[config.mk]
export PLATFORM = sky130hd
export DESIGN_NAME = sliding_window_assigner_unit
export DESIGN_NICKNAME = d
export VERILOG_FILES = /design/src/swa_pkg.sv /design/src/sliding_window_assigner_unit.sv
export SDC_FILE = /design/constraint.sdc
export NUM_CORES = 1
export LEC_CHECK = 0
export BUFFER_PORTS_ARGS = -buffer_cell sky130_fd_sc_hd__clkbuf_2
export CAP_MARGIN = 40
export CORE_MARGIN = 8
export CORE_UTILIZATION = 30
export DETAILED_ROUTE_END_ITERATION = 6
export RECOVER_POWER = 25
export SLEW_MARGIN = 10
export SYNTH_ARGS = -nofsm -noshare
export SYNTH_HDL_FRONTEND = slang
export SYNTH_SLANG_ARGS = --single-unit
[constraint.sdc]
create_clock -name clk -period 6.7 [get_ports clk]
set_input_delay 1.34 -clock clk [delete_from_list [all_inputs] [get_ports clk]]
set_output_delay 1.34 -clock clk [all_outputs]
set_load 0.02 [all_outputs]
[src/swa_pkg.sv]
// Shared constants for the sliding window assigner.
`timescale 1ns / 1ps
package swa_pkg;

    localparam int DEFAULT_MAX_WINDOWS = 64;
    localparam int DEFAULT_TIME_BITS   = 47;

    localparam int CFG_DATA_BITS = 20;
    localparam int CFG_ADDR_BITS = 2;
    localparam int SLIDE_BITS    = 20;
    localparam int LENGTH_BITS   = 20;
    localparam int COUNT_BITS    = 7;

    localparam logic [CFG_ADDR_BITS-1:0] REG_WINDOW_LENGTH = 2'd0;
    localparam logic [CFG_ADDR_BITS-1:0] REG_SLIDE         = 2'd1;
    localparam logic [CFG_ADDR_BITS-1:0] REG_WINDOW_COUNT  = 2'd2;

endpackage

[src/sliding_window_assigner_unit.sv]
// Sliding window assigner: restoring divider followed by a window emit sequencer.
// After a request is taken, the divider resolves quotient and remainder bit by bit,
// a prep step forms the newest window start, then one window per cycle is emitted,
// newest first, up to the configured count or slot zero. A new request is taken only when idle,
// once the one-bit-per-cycle divider and the one-window-per-cycle emitter have finished.
// Results are strobed for one cycle; the receiver cannot stall. Reset clears the
// sequencer and sets window_length, slide and window_count to 1.
`timescale 1ns / 1ps
module sliding_window_assigner_unit
    import swa_pkg::*;
#(
    parameter int MAX_WINDOWS = DEFAULT_MAX_WINDOWS,
    parameter int TIME_BITS   = DEFAULT_TIME_BITS
)
(
    input  logic                     clk,
    input  logic                     rst_n,
    input  logic                     start,
    output logic                     busy,
    input  logic [TIME_BITS-1:0]     event_time,
    input  logic                     cfg_we,
    input  logic [CFG_ADDR_BITS-1:0] cfg_index,
    input  logic [CFG_DATA_BITS-1:0] cfg_data,
    output logic                     result_valid,
    output logic [TIME_BITS-1:0]     window_start,
    output logic [TIME_BITS:0]       window_end,
    output logic [TIME_BITS-1:0]     slot_index,
    output logic                     is_last
);

    localparam int END_BITS   = TIME_BITS + 1;
    localparam int SUB_BITS   = (TIME_BITS > SLIDE_BITS) ? TIME_BITS : SLIDE_BITS;
    localparam int DIV_CNT_W  = $clog2(TIME_BITS + 1);

    localparam logic [1:0] ST_IDLE = 2'd0;
    localparam logic [1:0] ST_DIV  = 2'd1;
    localparam logic [1:0] ST_PREP = 2'd2;
    localparam logic [1:0] ST_EMIT = 2'd3;

    logic [1:0]             state_reg, state_next;
    logic [LENGTH_BITS-1:0] length_reg;
    logic [SLIDE_BITS-1:0]  slide_reg;
    logic [COUNT_BITS-1:0]  count_reg;
    logic [DIV_CNT_W-1:0]   bit_cnt_reg;
    logic [COUNT_BITS-1:0]  left_reg;
    logic                   valid_reg;

    logic [TIME_BITS-1:0]   time_reg;
    logic [TIME_BITS-1:0]   quo_reg;
    logic [SLIDE_BITS-1:0]  rem_reg;
    logic [TIME_BITS-1:0]   ws_reg;
    logic [TIME_BITS-1:0]   start_out_reg;
    logic [END_BITS-1:0]    end_out_reg;
    logic [TIME_BITS-1:0]   slot_out_reg;
    logic                   last_out_reg;

    logic [SLIDE_BITS-1:0]  slide_eff;
    logic [COUNT_BITS-1:0]  count_eff;
    logic [SLIDE_BITS:0]    rem_shift;
    logic [SLIDE_BITS:0]    trial;
    logic [SLIDE_BITS-1:0]  rem_next;
    logic [TIME_BITS-1:0]   quo_shift_next;
    logic [SUB_BITS-1:0]    base_diff;
    logic                   emit_last;
    logic                   accept;

    assign accept    = start && (state_reg == ST_IDLE);
    assign busy      = (state_reg != ST_IDLE);
    assign slide_eff = (slide_reg == '0) ? SLIDE_BITS'(1) : slide_reg;
    assign count_eff = (count_reg > COUNT_BITS'(MAX_WINDOWS)) ?
                       COUNT_BITS'(MAX_WINDOWS) : count_reg;

    // One restoring division step: shift in the next dividend bit, try the subtract.
    assign rem_shift = {rem_reg, quo_reg[TIME_BITS-1]};
    assign trial     = rem_shift - {1'b0, slide_eff};
    always_comb
    begin
        if (!trial[SLIDE_BITS])
        begin
            rem_next       = trial[SLIDE_BITS-1:0];
            quo_shift_next = {quo_reg[TIME_BITS-2:0], 1'b1};
        end
        else
        begin
            rem_next       = rem_shift[SLIDE_BITS-1:0];
            quo_shift_next = {quo_reg[TIME_BITS-2:0], 1'b0};
        end
    end

    // Newest window start: timestamp minus remainder.
    assign base_diff = SUB_BITS'(time_reg) - SUB_BITS'(rem_reg);

    // Stop at the count or when the slot reaches zero.
    assign emit_last = (left_reg == COUNT_BITS'(1)) || (quo_reg == '0);

    always_comb
    begin
        state_next = state_reg;
        case (state_reg)
            ST_IDLE:
            begin
                if (accept)
                    state_next = ST_DIV;
            end
            ST_DIV:
            begin
                if (bit_cnt_reg == DIV_CNT_W'(1))
                    state_next = ST_PREP;
            end
            ST_PREP:
            begin
                if (count_eff == '0)
                    state_next = ST_IDLE;
                else
                    state_next = ST_EMIT;
            end
            ST_EMIT:
            begin
                if (emit_last)
                    state_next = ST_IDLE;
            end
            default:
            begin
                state_next = ST_IDLE;
            end
        endcase
    end

    always_ff @(posedge clk or negedge rst_n)
    begin
        if (!rst_n)
        begin
            state_reg   <= ST_IDLE;
            length_reg  <= LENGTH_BITS'(1);
            slide_reg   <= SLIDE_BITS'(1);
            count_reg   <= COUNT_BITS'(1);
            bit_cnt_reg <= '0;
            left_reg    <= '0;
            valid_reg   <= 1'b0;
        end
        else
        begin
            state_reg <= state_next;
            valid_reg <= (state_reg == ST_EMIT);
            if (cfg_we)
            begin
                case (cfg_index)
                    REG_WINDOW_LENGTH: length_reg <= cfg_data[LENGTH_BITS-1:0];
                    REG_SLIDE:         slide_reg  <= cfg_data[SLIDE_BITS-1:0];
                    REG_WINDOW_COUNT:  count_reg  <= cfg_data[COUNT_BITS-1:0];
                    default:           ;
                endcase
            end
            if (accept)
                bit_cnt_reg <= DIV_CNT_W'(TIME_BITS);
            else if (state_reg == ST_DIV)
                bit_cnt_reg <= bit_cnt_reg - DIV_CNT_W'(1);
            if (state_reg == ST_PREP)
                left_reg <= count_eff;
            else if (state_reg == ST_EMIT)
                left_reg <= left_reg - COUNT_BITS'(1);
        end
    end

    always_ff @(posedge clk)
    begin
        if (accept)
        begin
            time_reg <= event_time;
            quo_reg  <= event_time;
            rem_reg  <= '0;
        end
        else if (state_reg == ST_DIV)
        begin
            quo_reg <= quo_shift_next;
            rem_reg <= rem_next;
        end
        else if (state_reg == ST_EMIT)
        begin
            // advance one slide back
            quo_reg <= quo_reg - TIME_BITS'(1);
        end

        if (state_reg == ST_PREP)
            ws_reg <= base_diff[TIME_BITS-1:0];
        else if (state_reg == ST_EMIT)
            ws_reg <= ws_reg - TIME_BITS'(slide_eff);

        if (state_reg == ST_EMIT)
        begin
            start_out_reg <= ws_reg;
            end_out_reg   <= END_BITS'(ws_reg) + END_BITS'(length_reg);
            slot_out_reg  <= quo_reg;
            last_out_reg  <= emit_last;
        end
    end

    assign result_valid = valid_reg;
    assign window_start = start_out_reg;
    assign window_end   = end_out_reg;
    assign slot_index   = slot_out_reg;
    assign is_last      = last_out_reg;

endmodule
==> flow_summary.ini <==
[setup_path]
timing.rr.start = state_reg[1]
startpoint = state_reg[1]
crit_path_cell_trace = clkbuf_4 > clkbuf_1 > and2_4 > buf_4
reg2regPathDepth = 4
crit_path_start_kind = register
crit_type = register to register
critPathSlowestCell = clkbuf_1
cpPeakStageDelay_ns = 2.58
arrival_ns = 5.37
cp-end-kind = register
crit_fanout = 66
required_ns = 6.90

[synthesis]
syn_inst = 1791
synth_edf_count = 284
synthXorXnorAreaFrac_pct = 7.201
async_flop_share_pct = 17.17
synth_top_area_share_pct = 43.28
synth_top_family_by_area = compound AO/OA/AOI/OAI gates
yosys_warnings = 0
synth_compound_area_share_pct = 13.76
synth_seq_cells = 367
synth_area_um2 = 19700
synth_top_cells_by_area = edfxtp_1 (43%), dfrtp_1 (7.6%), ha_1 (5.4%), xnor2_1 (4.2%), a21oi_1 (3.1%)
synth.avg_cell_area_um2 = 11.00
synth_cell_types = 73
synth_area_leader_cell = edfxtp_1
synth-adder-area-share_pct = 5.804
synth_nets = 1953
synth.most_common_cell = edfxtp_1
yosysSeqAreaShare_pct = 53.34
yosys.area_share.simple_pct = 12.98
netlist_top_cells_count = edfxtp_1 (284), nand2_1 (138), a21oi_1 (123)
synth_flop_cell = edfxtp_1
synthMuxAreaShare_pct = 4.109

[die]
io_pins = 218
fp-row-count = 94
dieArea_um2 = 74130
die_x_um = 272.3
core_um2 = 65390
dieHeight_um = 272.3
start_util_pct = 30.13

[routing]
viasPerCell = 5.069
routed_wl_um = 56950
wire_per_inst_um = 19.58
vias = 14747
dr.pass1.iters = 5
drt-initial-drc-count = 1101
postRouteAntennaNets = 0
drcViolationCount = 0

[power]
p_leak_nw = 8.788
power.density_nw_per_um2 = 348.7
vdd_drop_max_mv = 0.1934

[global_route]
grt_max_degree = 72
grt_pass1_wl_um = 87260
antenna_found_initial = 1
grt.total_usage_pct = 14.86
grt.overflow.total = 0
first_global_vias = 14666

[clock_network]
clock_path_buffers = 3
numCtsBuffers = 43
cts_setup_buffers = 0
cts_root_buf = clkbuf_16
htreeDepth = 2
cts_num_sinks = 367
cts_resized = 0
clk_pin_slew_ns = 0.06
clock_latency_ns = 0.57
ctsHoldBuffers = 0
cts_tree = done

[sta]
hold_violations = 0
finalCriticalPeriod_ns = 5.168
setup_violations = 0
min_period_over_period_pct = 77.14
rsz0062_at_grt = false
maxSlewViolCount = 131
max_freq_ghz = 0.1935
clock_skew_ns = 0.02938
slew_headroom_pct = -146.9
worstMarginPinSlew_ns = 3.704
setup_tns_ns = 0

[outcome]
violations = capacitance limit, slew limit
status = complete, but fails checks

[place]
dp.cells = 2828
dpl.hpwl_um = 42930
io_buffer_count = 217
gp_congestion = 0.8553

[layout]
final_cells = 2909
synthToLayoutAreaGrowth_pct = 17.86
multi_input_area_um2 = 8667
antenna_cells = 0
largest_register_ff_count = 48
fillCellCount = 6541
final_nets = 2174
drive_above_1_share_pct = 16.63
regArea_um2 = 10510

[job]
max_cap_viol_count = 2

[min_path]
worstHoldStart = quo_reg[46]
hold_path_depth = 0
min_path_type = register to register
## final timing paths
| path | slack, ns | end |
|---|---|---|
| setup / recovery | 1.53 | slot_index[44] |
| hold / removal | 0.47 | slot_index[46] |
| setup reg to reg | 1.53 | slot_index[44] |
| hold reg to reg | 0.47 | slot_index[46] |
| max in group asynchronous | 2.35 | state_reg[1] |
| min in group asynchronous | 2.16 | bit_cnt_reg[1] |
## logic make-up after synthesis
kind of cell,after synthesis
AND/OR/NAND/NOR,514
flip-flops,367
buffers and inverters,147
multiplexers,75
XOR/XNOR,162
adder cells (fa/ha/maj),89
AO/OA/AOI/OAI,437
## metal layers
metal  part of all wire, %  routed length (µm)  track usage (%)
met1                    45               25850            20.11
met2                    46               26270            23.80
met3                   5.7                3230            3.034
met4                   2.8                1594            4.512
met5                 0.023                  13                0
## area by class of cell
cell class,count,area share (%)
well taps,864,4.655
clock inverters,24,0.9753
repair buffers,240,5.264
clock buffers,54,5.173
inverters,83,1.347
multi-input cells,1277,37.32
flip-flops and latches,367,45.26
## report_power, final
part,internal [mW],switching [mW],total (mW),leakage [nW]
Clock,1.40,0.993,2.39,0.701
Sequential,2.82,0.321,3.14,3.37
Combinational,1.09,1.48,2.57,4.72
## stage by stage
step                power, mW  hold WS, ns  util, %  cell area, µm²  setup WS, ns
floorplan               4.984       0.4244        -           19700         2.145
global placement        5.631       0.4395    33.30           21780         1.619
detailed placement      5.704       0.4486    33.36           21820         1.598
CTS                     8.151       0.4628    35.54           23240         1.562
global route            8.603       0.4903    35.51           23220         1.028
finish                  8.096       0.4690    35.51           23220         1.532
## worst max-delay path, delay by kind of cell (launching register included)
kind | cells | cell delay [ns]
buffers and inverters | 3 | 3.35
and+or+nand+nor | 1 | 0.99
DFF | 1 | 0.36
## placed cells by master (no fill, tap or decap), types with 68 or more instances in the layout
master and n:
inv_1 82, clkbuf_2 171, edfxtp_1 284, xor2_1 68
ha_1 85, a21oi_1 123, o21ai_0 116, nand2_1 138
nor2_1 117, xnor2_1 93
Power figures use the tool's default switching activity.
